File: config.mk
export PLATFORM = sky130hd
export DESIGN_NAME = ips_patch_stream_parser
export DESIGN_NICKNAME = d
export VERILOG_FILES = /design/src/rtl/ipsp_pkg.sv /design/src/rtl/ipsp_front.sv /design/src/rtl/ipsp_queue.sv /design/src/rtl/ipsp_back.sv /design/src/rtl/ips_patch_stream_parser.sv
export SDC_FILE = /design/constraint.sdc
export NUM_CORES = 2
export LEC_CHECK = 0
export ABC_CLOCK_PERIOD_IN_PS = 11500
export BUFFER_PORTS_ARGS = -buffer_cell sky130_fd_sc_hd__buf_2
export CORE_ASPECT_RATIO = 1.5
export CORE_MARGIN = 1.5
export CORE_UTILIZATION = 55
export DETAILED_ROUTE_END_ITERATION = 8
export PLACE_DENSITY = 0.72
export SYNTH_ARGS = -nofsm -noshare
export SYNTH_HDL_FRONTEND = slang
export SYNTH_SLANG_ARGS = --single-unit
File: constraint.sdc
create_clock -name clock -period 11.5 [get_ports clock]
set_input_delay 2.875 -clock clock [delete_from_list [all_inputs] [get_ports clock]]
set_output_delay 2.875 -clock clock [all_outputs]
set_load 0.02 [all_outputs]
File: src/rtl/ipsp_pkg.sv
// Package for the IPS / IPS32 patch stream parser.
// Holds parser phase and result kind codes, register indexes, the command and
// configuration structs, and the magic byte tables. No dependencies.
`default_nettype none

package ipsp_pkg;

   // Parser phases
   typedef enum logic [2:0] {
      PH_HEADER    = 3'd0,
      PH_ADDR      = 3'd1,
      PH_SIZE      = 3'd2,
      PH_RLE_COUNT = 3'd3,
      PH_RLE_VALUE = 3'd4,
      PH_DATA      = 3'd5,
      PH_STOP      = 3'd6
   } phase_type;

   // Result kinds
   typedef enum logic [2:0] {
      KIND_WRITE      = 3'd0,
      KIND_FILL       = 3'd1,
      KIND_END        = 3'd2,
      KIND_BAD_HEADER = 3'd3,
      KIND_BAD_CONFIG = 3'd4
   } kind_type;

   // Configuration register indexes
   localparam logic [1:0] CSR_MAPPED_LIMIT    = 2'd0;
   localparam logic [1:0] CSR_PROTECTED_LIMIT = 2'd1;
   localparam logic [1:0] CSR_BASE_OFFSET     = 2'd2;

   localparam int HEAD_LEN        = 5;
   localparam int TAIL_NARROW_LEN = 3;
   localparam int TAIL_WIDE_LEN   = 4;
   localparam int FIELD_LEN       = 2;

   typedef struct packed {
      logic [31:0] mapped_limit;
      logic [31:0] protected_limit;
      logic [31:0] base_offset;
   } cfg_type;

   // One command from the parser to the address clipper
   typedef struct packed {
      kind_type    kind;
      logic [32:0] addr;
      logic [15:0] count;
      logic [7:0]  value;
   } cmd_type;

   function automatic logic [7:0] head_narrow(input logic [2:0] idx);
      logic [7:0] c;
      case (idx)
         3'd0:    c = 8'h50; // P
         3'd1:    c = 8'h41; // A
         3'd2:    c = 8'h54; // T
         3'd3:    c = 8'h43; // C
         3'd4:    c = 8'h48; // H
         default: c = 8'h00;
      endcase
      return c;
   endfunction

   function automatic logic [7:0] head_wide(input logic [2:0] idx);
      logic [7:0] c;
      case (idx)
         3'd0:    c = 8'h49; // I
         3'd1:    c = 8'h50; // P
         3'd2:    c = 8'h53; // S
         3'd3:    c = 8'h33; // 3
         3'd4:    c = 8'h32; // 2
         default: c = 8'h00;
      endcase
      return c;
   endfunction

   function automatic logic [7:0] tail_narrow(input logic [2:0] idx);
      logic [7:0] c;
      case (idx)
         3'd0:    c = 8'h45; // E
         3'd1:    c = 8'h4F; // O
         3'd2:    c = 8'h46; // F
         default: c = 8'h00;
      endcase
      return c;
   endfunction

   function automatic logic [7:0] tail_wide(input logic [2:0] idx);
      logic [7:0] c;
      case (idx)
         3'd0:    c = 8'h45; // E
         3'd1:    c = 8'h45; // E
         3'd2:    c = 8'h4F; // O
         3'd3:    c = 8'h46; // F
         default: c = 8'h00;
      endcase
      return c;
   endfunction

endpackage

`default_nettype wire

File: src/rtl/ipsp_front.sv
// Front end: byte-wise parser of the IPS / IPS32 file structure.
// Turns accepted bytes into commands for the back end. Uses ipsp_pkg.
`default_nettype none

module ipsp_front (
   input  wire                 clock,
   input  wire                 reset,
   input  wire                 byte_fire,
   input  wire  [7:0]          patch_byte,
   input  wire                 start_of_file,
   input  ipsp_pkg::cfg_type   cfg,
   output logic                push,
   output ipsp_pkg::cmd_type   cmd
);

   ipsp_pkg::phase_type phase_ff, phase_in, ph_cur;
   logic [2:0]  idx_ff, idx_in, idx_cur;
   logic        wide_ff, wide_in, wide_cur;
   logic [1:0]  cand_ff, cand_in, cand_cur;
   logic        tail_ff, tail_in, tail_cur;
   logic [31:0] raddr_ff, raddr_in, raddr_cur;
   logic [15:0] rlen_ff, rlen_in, rlen_cur;
   logic [15:0] left_ff, left_in, left_cur;
   logic [32:0] dptr_ff, dptr_in, dptr_cur;

   logic [2:0]  hdr_idx, addr_idx;
   logic [3:0]  hdr_p1, addr_p1, cnt_p1, addr_len;
   logic [1:0]  cand_new;
   logic        tail_new;
   logic [31:0] raddr_shift;
   logic [15:0] rlen_shift, left_shift, left_dec;
   logic        bad_cfg;

   // A start-of-file byte sees the parser as freshly reset
   always_comb begin
      if (start_of_file) begin
         ph_cur    = ipsp_pkg::PH_HEADER;
         idx_cur   = '0;
         wide_cur  = 1'b0;
         cand_cur  = 2'b11;
         tail_cur  = 1'b1;
         raddr_cur = '0;
         rlen_cur  = '0;
         left_cur  = '0;
         dptr_cur  = '0;
      end else begin
         ph_cur    = phase_ff;
         idx_cur   = idx_ff;
         wide_cur  = wide_ff;
         cand_cur  = cand_ff;
         tail_cur  = tail_ff;
         raddr_cur = raddr_ff;
         rlen_cur  = rlen_ff;
         left_cur  = left_ff;
         dptr_cur  = dptr_ff;
      end
   end

   assign addr_len = wide_cur ? 4'(ipsp_pkg::TAIL_WIDE_LEN) : 4'(ipsp_pkg::TAIL_NARROW_LEN);
   assign hdr_idx  = (idx_cur >= 3'(ipsp_pkg::HEAD_LEN)) ? 3'd0 : idx_cur;
   assign addr_idx = ({1'b0, idx_cur} >= addr_len) ? 3'd0 : idx_cur;
   assign hdr_p1   = {1'b0, hdr_idx} + 4'd1;
   assign addr_p1  = {1'b0, addr_idx} + 4'd1;
   assign cnt_p1   = {1'b0, idx_cur} + 4'd1;

   // bit 0: narrow format still possible, bit 1: wide format
   assign cand_new = cand_cur & {patch_byte == ipsp_pkg::head_wide(hdr_idx),
                                 patch_byte == ipsp_pkg::head_narrow(hdr_idx)};
   assign tail_new = tail_cur && (patch_byte == (wide_cur ? ipsp_pkg::tail_wide(addr_idx)
                                                          : ipsp_pkg::tail_narrow(addr_idx)));
   assign raddr_shift = {raddr_cur[23:0], patch_byte};
   assign rlen_shift  = {rlen_cur[7:0], patch_byte};
   assign left_shift  = {left_cur[7:0], patch_byte};
   assign left_dec    = (left_cur != 16'd0) ? left_cur - 16'd1 : left_cur;
   assign bad_cfg     = cfg.base_offset > cfg.protected_limit;

   // Next state
   always_comb begin
      phase_in = ph_cur;
      idx_in   = idx_cur;
      wide_in  = wide_cur;
      cand_in  = cand_cur;
      tail_in  = tail_cur;
      raddr_in = raddr_cur;
      rlen_in  = rlen_cur;
      left_in  = left_cur;
      dptr_in  = dptr_cur;
      unique case (ph_cur)
         ipsp_pkg::PH_HEADER: begin
            idx_in  = hdr_p1[2:0];
            cand_in = cand_new;
            if (hdr_p1 == 4'(ipsp_pkg::HEAD_LEN)) begin
               idx_in = '0;
               if (cand_new == 2'b00) begin
                  phase_in = ipsp_pkg::PH_STOP;
               end else begin
                  wide_in = !cand_new[0];
                  if (bad_cfg) begin
                     phase_in = ipsp_pkg::PH_STOP;
                  end else begin
                     phase_in = ipsp_pkg::PH_ADDR;
                     tail_in  = 1'b1;
                     raddr_in = '0;
                  end
               end
            end
         end
         ipsp_pkg::PH_ADDR: begin
            tail_in  = tail_new;
            raddr_in = raddr_shift;
            idx_in   = addr_p1[2:0];
            if (addr_p1 == addr_len) begin
               idx_in = '0;
               if (tail_new) begin
                  phase_in = ipsp_pkg::PH_STOP;
               end else begin
                  rlen_in  = '0;
                  phase_in = ipsp_pkg::PH_SIZE;
               end
            end
         end
         ipsp_pkg::PH_SIZE: begin
            rlen_in = rlen_shift;
            idx_in  = cnt_p1[2:0];
            if (cnt_p1 >= 4'(ipsp_pkg::FIELD_LEN)) begin
               idx_in = '0;
               if (rlen_shift == 16'd0) begin
                  left_in  = '0;
                  phase_in = ipsp_pkg::PH_RLE_COUNT;
               end else begin
                  left_in  = rlen_shift;
                  dptr_in  = {1'b0, raddr_cur};
                  phase_in = ipsp_pkg::PH_DATA;
               end
            end
         end
         ipsp_pkg::PH_RLE_COUNT: begin
            left_in = left_shift;
            idx_in  = cnt_p1[2:0];
            if (cnt_p1 >= 4'(ipsp_pkg::FIELD_LEN)) begin
               idx_in   = '0;
               phase_in = ipsp_pkg::PH_RLE_VALUE;
            end
         end
         ipsp_pkg::PH_RLE_VALUE: begin
            phase_in = ipsp_pkg::PH_ADDR;
            idx_in   = '0;
            tail_in  = 1'b1;
            raddr_in = '0;
         end
         ipsp_pkg::PH_DATA: begin
            dptr_in = dptr_cur + 33'd1;
            left_in = left_dec;
            if (left_dec == 16'd0) begin
               phase_in = ipsp_pkg::PH_ADDR;
               idx_in   = '0;
               tail_in  = 1'b1;
               raddr_in = '0;
            end
         end
         ipsp_pkg::PH_STOP: begin
            phase_in = ipsp_pkg::PH_STOP;
         end
         default: begin
            phase_in = ipsp_pkg::PH_STOP;
         end
      endcase
   end

   // Outputs: commands toward the back end
   always_comb begin
      push      = 1'b0;
      cmd.kind  = ipsp_pkg::KIND_WRITE;
      cmd.addr  = '0;
      cmd.count = '0;
      cmd.value = '0;
      unique case (ph_cur) inside
         ipsp_pkg::PH_HEADER: begin
            if (hdr_p1 == 4'(ipsp_pkg::HEAD_LEN)) begin
               if (cand_new == 2'b00) begin
                  push     = byte_fire;
                  cmd.kind = ipsp_pkg::KIND_BAD_HEADER;
               end else if (bad_cfg) begin
                  push     = byte_fire;
                  cmd.kind = ipsp_pkg::KIND_BAD_CONFIG;
               end
            end
         end
         ipsp_pkg::PH_ADDR: begin
            if (addr_p1 == addr_len && tail_new) begin
               push     = byte_fire;
               cmd.kind = ipsp_pkg::KIND_END;
            end
         end
         ipsp_pkg::PH_RLE_VALUE: begin
            push      = byte_fire;
            cmd.kind  = ipsp_pkg::KIND_FILL;
            cmd.addr  = {1'b0, raddr_cur};
            cmd.count = left_cur;
            cmd.value = patch_byte;
         end
         ipsp_pkg::PH_DATA: begin
            push      = byte_fire;
            cmd.kind  = ipsp_pkg::KIND_WRITE;
            cmd.addr  = dptr_cur;
            cmd.count = 16'd1;
            cmd.value = patch_byte;
         end
         ipsp_pkg::PH_SIZE, ipsp_pkg::PH_RLE_COUNT, ipsp_pkg::PH_STOP: begin
            push = 1'b0;
         end
         default: begin
            push = 1'b0;
         end
      endcase
   end

   always_ff @(posedge clock) begin
      if (reset) begin
         phase_ff <= ipsp_pkg::PH_HEADER;
         idx_ff   <= '0;
         wide_ff  <= 1'b0;
         cand_ff  <= 2'b11;
         tail_ff  <= 1'b1;
         raddr_ff <= '0;
         rlen_ff  <= '0;
         left_ff  <= '0;
         dptr_ff  <= '0;
      end else if (byte_fire) begin
         phase_ff <= phase_in;
         idx_ff   <= idx_in;
         wide_ff  <= wide_in;
         cand_ff  <= cand_in;
         tail_ff  <= tail_in;
         raddr_ff <= raddr_in;
         rlen_ff  <= rlen_in;
         left_ff  <= left_in;
         dptr_ff  <= dptr_in;
      end
   end

endmodule

`default_nettype wire

File: src/rtl/ipsp_queue.sv
// Command queue between the parser and the address clipper.
// Small register FIFO of ipsp_pkg::cmd_type entries.
`default_nettype none

module ipsp_queue #(
   parameter int DEPTH = 2
) (
   input  wire                 clock,
   input  wire                 reset,
   input  wire                 push,
   input  ipsp_pkg::cmd_type   push_cmd,
   input  wire                 pop,
   output logic                full,
   output logic                head_valid,
   output ipsp_pkg::cmd_type   head_cmd
);

   localparam int PTR_W = (DEPTH > 1) ? $clog2(DEPTH) : 1;
   localparam int CNT_W = $clog2(DEPTH + 1);

   ipsp_pkg::cmd_type entry_ff [DEPTH];
   logic [PTR_W-1:0] wr_ptr_ff, rd_ptr_ff;
   logic [CNT_W-1:0] count_ff;
   logic             do_push, do_pop;

   assign full       = (count_ff == CNT_W'(DEPTH));
   assign head_valid = (count_ff != '0);
   assign head_cmd   = entry_ff[rd_ptr_ff];
   assign do_push    = push && !full;
   assign do_pop     = pop && head_valid;

   function automatic logic [PTR_W-1:0] next_ptr(input logic [PTR_W-1:0] p);
      return (p == PTR_W'(DEPTH - 1)) ? '0 : p + PTR_W'(1);
   endfunction

   always_ff @(posedge clock) begin
      if (do_push) begin
         entry_ff[wr_ptr_ff] <= push_cmd;
      end
   end

   always_ff @(posedge clock) begin
      if (reset) begin
         wr_ptr_ff <= '0;
         rd_ptr_ff <= '0;
         count_ff  <= '0;
      end else begin
         if (do_push) begin
            wr_ptr_ff <= next_ptr(wr_ptr_ff);
         end
         if (do_pop) begin
            rd_ptr_ff <= next_ptr(rd_ptr_ff);
         end
         if (do_push && !do_pop) begin
            count_ff <= count_ff + CNT_W'(1);
         end else if (do_pop && !do_push) begin
            count_ff <= count_ff - CNT_W'(1);
         end
      end
   end

endmodule

`default_nettype wire

File: src/rtl/ipsp_back.sv
// Back end: clips write and fill commands against the protected and mapped
// limits, rebases by the base offset and holds the result. Uses ipsp_pkg.
`default_nettype none

module ipsp_back (
   input  wire                 clock,
   input  wire                 reset,
   input  ipsp_pkg::cfg_type   cfg,
   input  wire                 head_valid,
   input  ipsp_pkg::cmd_type   head_cmd,
   output logic                pop,
   output logic                rsp_valid,
   input  wire                 rsp_ready,
   output logic [2:0]          rsp_kind,
   output logic [31:0]         rsp_write_address,
   output logic [15:0]         rsp_fill_length,
   output logic [7:0]          rsp_write_value
);

   // Stage 1: start raised to the protected limit, end address
   logic                s1_valid_ff;
   ipsp_pkg::kind_type  s1_kind_ff;
   logic [32:0]         s1_start_ff, s1_start_in;
   logic [33:0]         s1_end_ff, s1_end_in;
   logic [7:0]          s1_value_ff;

   // Stage 2: start raised to the base, rebased start and end
   logic                s2_valid_ff;
   ipsp_pkg::kind_type  s2_kind_ff;
   logic                s2_empty_ff, s2_empty_in;
   logic [32:0]         s2_astart_ff, s2_astart_in;
   logic [33:0]         s2_aend_ff, s2_aend_in;
   logic [7:0]          s2_value_ff;

   // Output register
   logic                out_valid_ff;
   logic [2:0]          out_kind_ff, out_kind_in;
   logic [31:0]         out_addr_ff, out_addr_in;
   logic [15:0]         out_len_ff, out_len_in;
   logic [7:0]          out_value_ff, out_value_in;

   logic        out_free, s2_go, s2_free, s1_go, s1_free, emit, status;
   logic [32:0] prot33, base33, start_b;
   logic [33:0] map34, aend_c, astart34;

   assign prot33   = {1'b0, cfg.protected_limit};
   assign base33   = {1'b0, cfg.base_offset};
   assign map34    = {2'b00, cfg.mapped_limit};

   // Stage 1 logic from the queue head
   assign s1_start_in = (head_cmd.addr < prot33) ? prot33 : head_cmd.addr;
   assign s1_end_in   = {1'b0, head_cmd.addr} + {18'd0, head_cmd.count};

   // Stage 2 logic
   assign start_b      = (s1_start_ff < base33) ? base33 : s1_start_ff;
   assign s2_empty_in  = ({1'b0, start_b} >= s1_end_ff);
   assign s2_astart_in = start_b - base33;
   assign s2_aend_in   = s1_end_ff - {1'b0, base33};

   // Output stage logic
   assign status   = s2_kind_ff inside {ipsp_pkg::KIND_END, ipsp_pkg::KIND_BAD_HEADER,
                                        ipsp_pkg::KIND_BAD_CONFIG};
   assign astart34 = {1'b0, s2_astart_ff};
   assign aend_c   = (s2_aend_ff > map34) ? map34 : s2_aend_ff;
   assign emit     = status || (!s2_empty_ff && (astart34 < aend_c));

   always_comb begin
      out_kind_in = 3'(s2_kind_ff);
      if (status) begin
         out_addr_in  = '0;
         out_len_in   = '0;
         out_value_in = '0;
      end else begin
         out_addr_in  = s2_astart_ff[31:0];
         out_len_in   = 16'(aend_c - astart34);
         out_value_in = s2_value_ff;
      end
   end

   // Stall chain: drop clipped commands without using the output register
   assign out_free = !out_valid_ff || rsp_ready;
   assign s2_go    = s2_valid_ff && (!emit || out_free);
   assign s2_free  = !s2_valid_ff || s2_go;
   assign s1_go    = s1_valid_ff && s2_free;
   assign s1_free  = !s1_valid_ff || s1_go;
   assign pop      = head_valid && s1_free;

   always_ff @(posedge clock) begin
      if (reset) begin
         s1_valid_ff  <= 1'b0;
         s2_valid_ff  <= 1'b0;
         out_valid_ff <= 1'b0;
      end else begin
         if (s1_free) begin
            s1_valid_ff <= head_valid;
         end
         if (s2_free) begin
            s2_valid_ff <= s1_valid_ff;
         end
         if (out_free) begin
            out_valid_ff <= s2_go && emit;
         end
      end
   end

   always_ff @(posedge clock) begin
      if (pop) begin
         s1_kind_ff  <= head_cmd.kind;
         s1_start_ff <= s1_start_in;
         s1_end_ff   <= s1_end_in;
         s1_value_ff <= head_cmd.value;
      end
      if (s1_go) begin
         s2_kind_ff   <= s1_kind_ff;
         s2_empty_ff  <= s2_empty_in;
         s2_astart_ff <= s2_astart_in;
         s2_aend_ff   <= s2_aend_in;
         s2_value_ff  <= s1_value_ff;
      end
      if (s2_go && emit && out_free) begin
         out_kind_ff  <= out_kind_in;
         out_addr_ff  <= out_addr_in;
         out_len_ff   <= out_len_in;
         out_value_ff <= out_value_in;
      end
   end

   assign rsp_valid         = out_valid_ff;
   assign rsp_kind          = out_kind_ff;
   assign rsp_write_address = out_addr_ff;
   assign rsp_fill_length   = out_len_ff;
   assign rsp_write_value   = out_value_ff;

endmodule

`default_nettype wire

File: src/rtl/ips_patch_stream_parser.sv
// Top level of the IPS / IPS32 patch stream parser.
// Instantiates ipsp_front, ipsp_queue and ipsp_back; uses ipsp_pkg.
//
//  channel  | direction | handshake            | payload
//  ---------+-----------+----------------------+-----------------------------------
//  req_     | in        | req_valid/req_ready  | patch_byte, start_of_file
//  rsp_     | out       | rsp_valid/rsp_ready  | kind, write_address, fill_length,
//           |           |                      | write_value
//  csr_     | in        | csr_valid/csr_ready  | csr_index, csr_data
//
// One patch byte is taken per cycle while the command queue is not full; the parser
// decides in that cycle. rsp_valid follows the queue write, two clip stages and the
// output register; the clip pipeline advances one command per cycle unless rsp_ stalls.
// req_ready drops only while the command queue is full; a stalled rsp_ backs up
// through the clip stages into the queue. csr_ writes are taken every cycle.
// Reset is synchronous and clears the parser, queue and registers at once.
`default_nettype none

module ips_patch_stream_parser #(
   parameter int QUEUE_DEPTH = 2
) (
   input  wire          clock,
   input  wire          reset,
   input  wire          req_valid,
   output logic         req_ready,
   input  wire  [7:0]   req_patch_byte,
   input  wire          req_start_of_file,
   output logic         rsp_valid,
   input  wire          rsp_ready,
   output logic [2:0]   rsp_kind,
   output logic [31:0]  rsp_write_address,
   output logic [15:0]  rsp_fill_length,
   output logic [7:0]   rsp_write_value,
   input  wire          csr_valid,
   output logic         csr_ready,
   input  wire  [1:0]   csr_index,
   input  wire  [31:0]  csr_data
);

   ipsp_pkg::cfg_type cfg_ff;
   ipsp_pkg::cmd_type front_cmd, head_cmd;
   logic byte_fire, front_push, queue_full, head_valid, back_pop;

   // Configuration registers; an index past the list is dropped
   assign csr_ready = 1'b1;

   always_ff @(posedge clock) begin
      if (reset) begin
         cfg_ff <= '0;
      end else if (csr_valid && csr_ready) begin
         case (csr_index)
            ipsp_pkg::CSR_MAPPED_LIMIT:    cfg_ff.mapped_limit    <= csr_data;
            ipsp_pkg::CSR_PROTECTED_LIMIT: cfg_ff.protected_limit <= csr_data;
            ipsp_pkg::CSR_BASE_OFFSET:     cfg_ff.base_offset     <= csr_data;
            default: ;
         endcase
      end
   end

   // Hold input while the queue cannot take a command
   assign req_ready = !queue_full;
   assign byte_fire = req_valid && req_ready;

   ipsp_front u_front (
      .clock         (clock),
      .reset         (reset),
      .byte_fire     (byte_fire),
      .patch_byte    (req_patch_byte),
      .start_of_file (req_start_of_file),
      .cfg           (cfg_ff),
      .push          (front_push),
      .cmd           (front_cmd)
   );

   ipsp_queue #(
      .DEPTH (QUEUE_DEPTH)
   ) u_queue (
      .clock      (clock),
      .reset      (reset),
      .push       (front_push),
      .push_cmd   (front_cmd),
      .pop        (back_pop),
      .full       (queue_full),
      .head_valid (head_valid),
      .head_cmd   (head_cmd)
   );

   ipsp_back u_back (
      .clock             (clock),
      .reset             (reset),
      .cfg               (cfg_ff),
      .head_valid        (head_valid),
      .head_cmd          (head_cmd),
      .pop               (back_pop),
      .rsp_valid         (rsp_valid),
      .rsp_ready         (rsp_ready),
      .rsp_kind          (rsp_kind),
      .rsp_write_address (rsp_write_address),
      .rsp_fill_length   (rsp_fill_length),
      .rsp_write_value   (rsp_write_value)
   );

endmodule

`default_nettype wire

# After elaboration in Yosys (flattened, before gate mapping)
# Memories as Yosys holds them, arrays and structs flattened. A register that Yosys moved wholly into a read port is not among the register bits.
# Index checks and enable logic that the tools add are counted.
dict set report totals {
  reg_bits 426
  ramBits 120
  out_inout_bits 62
  mem_count 1
}
# memory depth word_bits read_ports rd_clocked_by_memory_dff write_ports line_no
set mem_list {}
lappend mem_list {u_queue.entry_ff 2 60 1 1 1 ipsp_queue.sv:21} ;# ipsp_pkg::cmd_type entry_ff [DEPTH];
dict set report op_classes {
  n_addsub 13
  order_cmp 9
  n_eq_ne 23
  muxes 78
  bitwise 1
  n_reduce_logical 44
}
# cell count
set ops {}
lappend ops {{$mux W32} 6}
lappend ops {{$mux W33} 4}
lappend ops {{$pmux W32 S4} 1}
lappend ops {{$pmux W57 S2} 1}
lappend ops {{$mux W16} 7}
lappend ops {{$pmux W7 S5} 2}
lappend ops {{$lt A33 B32 Y1} 2}
lappend ops {{$pmux W33 S2} 1}
lappend ops {{$mux W3} 21}
lappend ops {{$pmux W16 S3} 1}
lappend ops {{$pmux W7 S3} 2}
lappend ops {{$add A33 B16 Y34} 1}
lappend ops {{$ge A33 B34 Y1} 1}
lappend ops {{$gt A34 B32 Y1} 1}
lappend ops {{$lt A33 B34 Y1} 1}
lappend ops {{$mux W34} 1}
lappend ops {{$sub A34 B32 Y34} 1}
lappend ops {{$add A33 B1 Y33 const B} 1}
lappend ops {{$sub A33 B32 Y33} 1}
lappend ops {{$gt A32 B32 Y1} 1}
lappend ops {{$logic_not A16 Y1} 2}
lappend ops {{$pmux W16 S2} 1}
lappend ops {{$eq A3 B2 Y1 const B} 8}
lappend ops {{$mux W1} 19}
lappend ops {{35 further kinds} 81}

# Logic depth before layout (Yosys ltp)
dict set report logic_depth {
  depth_word 18
  depth_mapped 27
  mapped_depth_nobuf 25
}

# Cells and area by module
# From an unflattened synthesis, not the netlist that was laid out.
dict set report unflattened {
  hier_cells 3367
  hier_area_um2 33916.3
}
# mod n_inst cells_each area_each_um2
set by_module_without_submodules {}
lappend by_module_without_submodules {ipsp_back 1 1588 16806.1}
lappend by_module_without_submodules {ipsp_front 1 1212 8670.8}
lappend by_module_without_submodules {ipsp_queue 1 212 4534.3}
lappend by_module_without_submodules {ips_patch_stream_parser 1 355 3905.0}

# Worst setup path before layout
# OpenSTA, ideal clock, no wires.
dict set report synth_path {
  kind {register to register}
  start {register u_back.s2_aend_ff[3]}
  end {register u_back.s2_kind_ff[0] (netlist: u_back.out_kind_in[0]), enable pin}
  setup_ns 0.637
  t_arrival_ns 9.580
  required_ns 10.863
  slack_ns 1.283
  path_stages_with_launch 22
  synth_period_minus_slack_ns 10.217
  path_cell_list {edfxtp_1 -> ha_1 -> a21o_1 -> a21o_1 -> a21oi_1 -> o211ai_1 -> a21oi_1 -> nor3_1 -> o31a_1 -> o21ai_0 -> clkbuf_1 -> mux2_2 -> ha_1 -> clkbuf_1 -> nand4_1 -> o221ai_1 -> nor2b_1 -> nor4_1 -> a21oi_1 -> o311a_1 -> nor3_1 -> a21boi_0}
}
dict set report synth_between {
  elab_chain_len 10
}
# item line_no
set synth_lines {}
lappend synth_lines {{start: declaration} ipsp_back.sv:32} ;# logic [33:0] s2_aend_ff, s2_aend_in;
lappend synth_lines {{start signal: assignment} ipsp_back.sv:117} ;# s2_aend_ff <= s2_aend_in;
lappend synth_lines {{$gt A34 B32 Y1} ipsp_back.sv:64} ;# assign aend_c = (s2_aend_ff > map34) ? map34 : s2_aend_ff;
lappend synth_lines {{$mux W34 *} ipsp_back.sv:64}
lappend synth_lines {{$lt A33 B34 Y1 *} ipsp_back.sv:65} ;# assign emit = status || (!s2_empty_ff && (astart34 < aend_c));
lappend synth_lines {{$logic_and A1 B1 Y1 *} ipsp_back.sv:65}
lappend synth_lines {{$logic_or A1 B1 Y1 *} ipsp_back.sv:65}
lappend synth_lines {{$logic_not A1 Y1 *} ipsp_back.sv:82} ;# assign s2_go = s2_valid_ff && (!emit || out_free);
lappend synth_lines {{$logic_or A1 B1 Y1 *} ipsp_back.sv:82}
lappend synth_lines {{$logic_and A1 B1 Y1 *} ipsp_back.sv:82}
lappend synth_lines {{$logic_or A1 B1 Y1 *} ipsp_back.sv:83} ;# assign s2_free = !s2_valid_ff || s2_go;
lappend synth_lines {{$logic_and A1 B1 Y1 *} ipsp_back.sv:84} ;# assign s1_go = s1_valid_ff && s2_free;
lappend synth_lines {{via u_back.s1_go} ipsp_back.sv:42} ;# logic out_free, s2_go, s2_free, s1_go, s1_free, emit, status;
lappend synth_lines {{end signal: assignment} ipsp_back.sv:114} ;# s2_kind_ff <= s1_kind_ff;
lappend synth_lines {{end: declaration} ipsp_back.sv:29} ;# ipsp_pkg::kind_type s2_kind_ff;
# Mark *: on every way through the listed nets, which the timed path passes. The rest lies on a longest branch.
# A chain may end at the register's enable or synchronous reset.

# Worst setup path in the final report
dict set report layout_path {
  start {input req_start_of_file}
  end {memory u_queue.entry_ff[0][2] (netlist name), enable pin}
}
dict set report layout_between {
  elab_chain_len 16
}
# item line_no
set layout_lines {}
lappend layout_lines {{start: declaration} ips_patch_stream_parser.sv:27} ;# input wire req_start_of_file,
lappend layout_lines {{$mux W1} ipsp_front.sv:36} ;# if (start_of_file) begin
lappend layout_lines {{$mux W3} ipsp_front.sv:59} ;# assign addr_len = wide_cur ? 4'(ipsp_pkg::TAIL_WIDE_LEN) : 4'(ipsp_pkg::TAIL_NARROW_LEN);
lappend layout_lines {{$ge A3 B4 Y1} ipsp_front.sv:61} ;# assign addr_idx = ({1'b0, idx_cur} >= addr_len) ? 3'd0 : idx_cur;
lappend layout_lines {{$mux W3} ipsp_front.sv:61}
lappend layout_lines {{$eq A3 B1 Y1 or $logic_not A3 Y1 (tied branches)} {ipsp_pkg.sv:80, ipsp_pkg.sv:91}}
lappend layout_lines {{$reduce_or A2 Y1 (no source line)} --}
lappend layout_lines {{$pmux W7 S3} ipsp_pkg.sv:91} ;# case (idx)
lappend layout_lines {{$mux W7} ipsp_front.sv:69} ;# assign tail_new = tail_cur && (patch_byte == (wide_cur ? ipsp_pkg::tail_wide(addr_idx)
lappend layout_lines {{$eq A8 B8 Y1} ipsp_front.sv:69}
lappend layout_lines {{$logic_and A1 B1 Y1} ipsp_front.sv:69}
lappend layout_lines {{$logic_and A1 B1 Y1} ipsp_front.sv:190} ;# if (addr_p1 == addr_len && tail_new) begin
lappend layout_lines {{$mux W1} ipsp_front.sv:190}
lappend layout_lines {{$pmux W1 S3 *} ipsp_front.sv:177} ;# unique case (ph_cur) inside
lappend layout_lines {{$logic_and A1 B1 Y1 *} ipsp_queue.sv:29} ;# assign do_push = push && !full;
lappend layout_lines {{via u_queue.do_push} ipsp_queue.sv:24} ;# logic do_push, do_pop;
lappend layout_lines {{$mux W1 *} ipsp_queue.sv:37} ;# if (do_push) begin
lappend layout_lines {{$mux W1 (implied by the code) *} ipsp_queue.sv:38} ;# entry_ff[wr_ptr_ff] <= push_cmd;
lappend layout_lines {{end: declaration} ipsp_queue.sv:21}
# Marks and branches as above.

==> results.yml <==
clock_network:
  root_buffer: "clkbuf_16"
  clkTransAtPathRegs_ns: 0.06
  ctsHtreeMaxLevel: 2
  cts_made_buffers: 51
  postCtsResizedCells: 0
  clk_path_buf_depth: 3
  cts_hold_buffers: 0
  clock-sinks: 539
  cts_tree: "built"
  postCtsSetupRepairBufs: 0
  insertion_delay_ns: 0.62
yosys:
  yosysUniqueCellTypes: 89
  ys_ff_latch: 539
  ys_warn_count: 0
  synthesis.area_mm2: 0.0331
  async_flop_share_pct: 0
  syn_avg_cell_area_um2: 9.73
  ys_seq_area_share_pct: 42.7
  syn_inst: 3407
  synth_flop_cell: "edfxtp_1"
  synth_edf_count: 336
setup_path:
  crit_start: "req_start_of_file"
  crit_family: "simple AND/OR/NAND/NOR gates"
  rr_endpoint: "u_queue.count_ff[1]"
  crit_path_start_kind: "input pin"
  critPathMaxFanout: 43
  r2r_cells: 26
  reg2reg_from: "cfg_ff[67]"
  crit_chain: "buf_2 -> buf_4 -> inv_1 -> nand2_1 -> ha_1 -> nand2b_1 -> a21oi_1 -> o211ai_1 -> inv_1 -> ha_1 -> ha_1 -> a21oi_1 -> nand2_1 -> or4_1 -> a21oi_1 -> o221ai_1 -> nor2_1 -> o31a_1 -> nor2b_4 -> buf_4"
  ff2ff_setup_slack_ns: 4.28
  worstPathRequired_ns: 11.75
  crit_type: "input pin to flop"
  critPathCapture: "u_queue.entry_ff[0][2]"
  cp.depth: 20
  slowest_delay_ns: 0.73
  critical_path_buf_inv_count: 5
  slowest_stage: "nor2b_4"
  arrival_ns: 8.16
  crit_path_end_kind: "flop"
sta:
  min_period_ns: 7.91
  fmax_ghz: 0.126
  finalHoldViolCount: 0
  tightest_slew_ns: 1.23
  rsz0062_at_grt: "false"
  setup_tns_ns: 0
  post-route-period-util_pct: 68.8
  final_max_slew_viol_count: 0
  fin_worst_skew_ns: 0.0234
  relSlewSlack_pct: 16.9
  setup_violations: 0
outcome:
  status: "finished, final reports clean"
global_route:
  grt_pass1_wl_um: 141000
  antenna_found_initial: 1
  grt_max_degree: 74
  grt-ovfl-total: 0
  grt_use_total_pct: 29.0
  grt_pass1_vias: 26647
pwr:
  peakVddDrop_mv: 0.125
  p_per_area_mw_per_mm2: 227
  leakage_nw: 13.7
floorplanning:
  initial_core_util_pct: 55.5
  dieArea_mm2: 0.0618
  placeableCoreArea_mm2: 0.0597
  num_rows: 110
  die_width_um: 203
  fp.dieH_um: 304
  pin_count: 110
finish:
  area_growth_pct: 9.23
  mostFrequentLayoutCell: "nand2_1"
  mostFrequentLayoutCells: "349 x nand2_1, 336 x edfxtp_1, 308 x a21oi_1, 305 x ha_1, 262 x nor2_1"
  fill_cells: 5006
  drive_above_1_share_pct: 11.5
  fin_area_mm2: 0.0362
  antenna_cells: 0
  nets: 3818
drt:
  totalWireLength_um: 90700
  route.antenna.remaining_nets: 0
  via_per_inst: 6.12
  dr_wl_met2_um: 46800
  route.detailed.drc: 0
  routedWlPerCell_um: 21.2
  wl_met1_um: 34000
  dr_total_vias: 26250
  dr.pass1.iters: 6
  drt_iter0_drc: 1815
  dr_wl_met3_um: 3910
  dr.max_layer_used: "met4"
placement:
  io_buffers: 108
  placed_area_mm2: 0.0345
  gp_congestion: 0.920
  dp_hpwl_um: 69000
run:
  maxCapViolCount: 0
worst_hold_path:
  hold_path.class: "flop to flop"
-- cells in the mapped netlist (all sizes together) (10+ instances only) --
cell / n / area, um^2
mux2: 132 / 1490
o221ai: 12 / 105
inv: 211 / 792
a21oi: 308 / 1540
nor2b: 58 / 363
buf: 30 / 153
a221oi: 12 / 105
dfxtp: 203 / 4060
and3: 37 / 231
and2: 44 / 275
ha: 305 / 3820
o21bai: 13 / 97.6
clkbuf: 114 / 432
a31oi: 13 / 81.3
xor2: 52 / 455
xnor2: 69 / 604
o31ai: 11 / 96.3
a211oi: 26 / 195
o2111ai: 10 / 87.6
o22ai: 20 / 125
o211ai: 23 / 173
a22o: 45 / 394
nor4: 21 / 153
nor3: 63 / 315
nand4: 44 / 275
a22oi: 11 / 82.6
mux2i: 99 / 991
a21o: 81 / 608
nand2b: 27 / 169
or3: 13 / 81.3
nor2: 263 / 987
o21a: 27 / 203
nand2: 349 / 1310
o31a: 10 / 87.6
o21ai: 124 / 624
edfxtp: 336 / 10100
nand3: 59 / 295
-- layer usage --
metal | GRT usage, % | vias to the layer above
met5 | 0 | -
met4 | 17.7 | 0
met3 | 3.29 | 281
met2 | 52.9 | 804
met1 | 31.8 | 12658
li1 | - | 12507
-- worst register-to-register path: cells and delay by family (launching register included) --
family	cells	cell delay [ns]
fa+ha+maj	3	0.95
mux	1	0.46
simple gates	5	1.25
compound gates	13	2.96
buf+inv	4	1.17
flops	1	0.37
-- sequential cells by signal (all words and copies together) (netlist names), 3 cells and up, named ones only --
register,flops
u_queue.entry_ff,120
cfg_ff,96
u_back.s1_end_ff,34
u_back.s2_aend_ff,34
u_back.s1_start_ff,33
u_back.s2_astart_ff,33
u_front.dptr_ff,33
u_back.rsp_write_address,32
u_front.raddr_ff,32
u_back.rsp_fill_length,16
u_front.left_ff,16
u_back.rsp_write_value,8
u_back.s1_value_ff,8
u_back.s2_value_ff,8
u_front.rlen_ff,8
u_back.out_kind_in,3
u_back.rsp_kind,3
u_back.s1_kind_ff,3
u_front.idx_ff,3
u_front.phase_ff,3
-- per-stage QoR --
step                setup slack, ns  power, W  std cells  hold slack (ns)  utilization [%]
detailed placement             2.98   0.00645       4192            0.405             57.7
global placement               3.16   0.00634       4192            0.401             57.7
floorplan                      1.28   0.00551       3408            0.400                -
global route                   3.29   0.00873       4286            0.423             60.6
CTS                            3.61   0.00820       4286            0.420             60.6
finish                         3.59   0.00820       4286            0.417             60.6
-- final cells by class --
cell class,count,area [um^2],area share (%)
timing repair buffer,144,813,2.25
tap,784,981,2.71
multi-input combinational,2512,17700,48.9
inverter,213,800,2.21
clock inverter,21,190,0.525
sequential,539,14200,39.1
clock buffer,73,1550,4.27
-- power breakdown --
group	switching, W	leakage, nW	total, W	internal, W
sequential	0.000212	4.78	0.00281	0.00260
clock	0.000753	0.824	0.00174	0.000985
combinational	0.00215	8.06	0.00365	0.00150
total	0.00312	13.7	0.00820	0.00508
-- cells by family after synthesis --
kind of cell	Yosys count	share of synthesized area, %
other	1	0.0113
DFF	539	42.7
and+or+nand+nor	1030	14.7
adders and majority gates	309	11.8
buffers and inverters	357	4.18
xor gates and xnor gates	121	3.20
muxes	231	7.49
AOI/OAI and AO/OA	819	15.9
-- worst min path at each step --
stage / startpoint / to / slack, ns / cells after the start
after floorplan: u_back.s1_kind_ff[0] / u_back.out_kind_in[0] / 0.40 / 0
after global placement: u_back.s1_value_ff[4] / u_back.s2_value_ff[4] / 0.40 / 0
after detailed placement: u_back.s1_kind_ff[0] / u_back.out_kind_in[0] / 0.41 / 0
after CTS: u_back.s1_kind_ff[0] / u_back.out_kind_in[0] / 0.42 / 0
after global routing: u_back.s1_kind_ff[0] / u_back.out_kind_in[0] / 0.42 / 0
final: u_back.s1_kind_ff[0] / u_back.out_kind_in[0] / 0.42 / 0
Note: power is estimated with default switching activity, not from simulation.
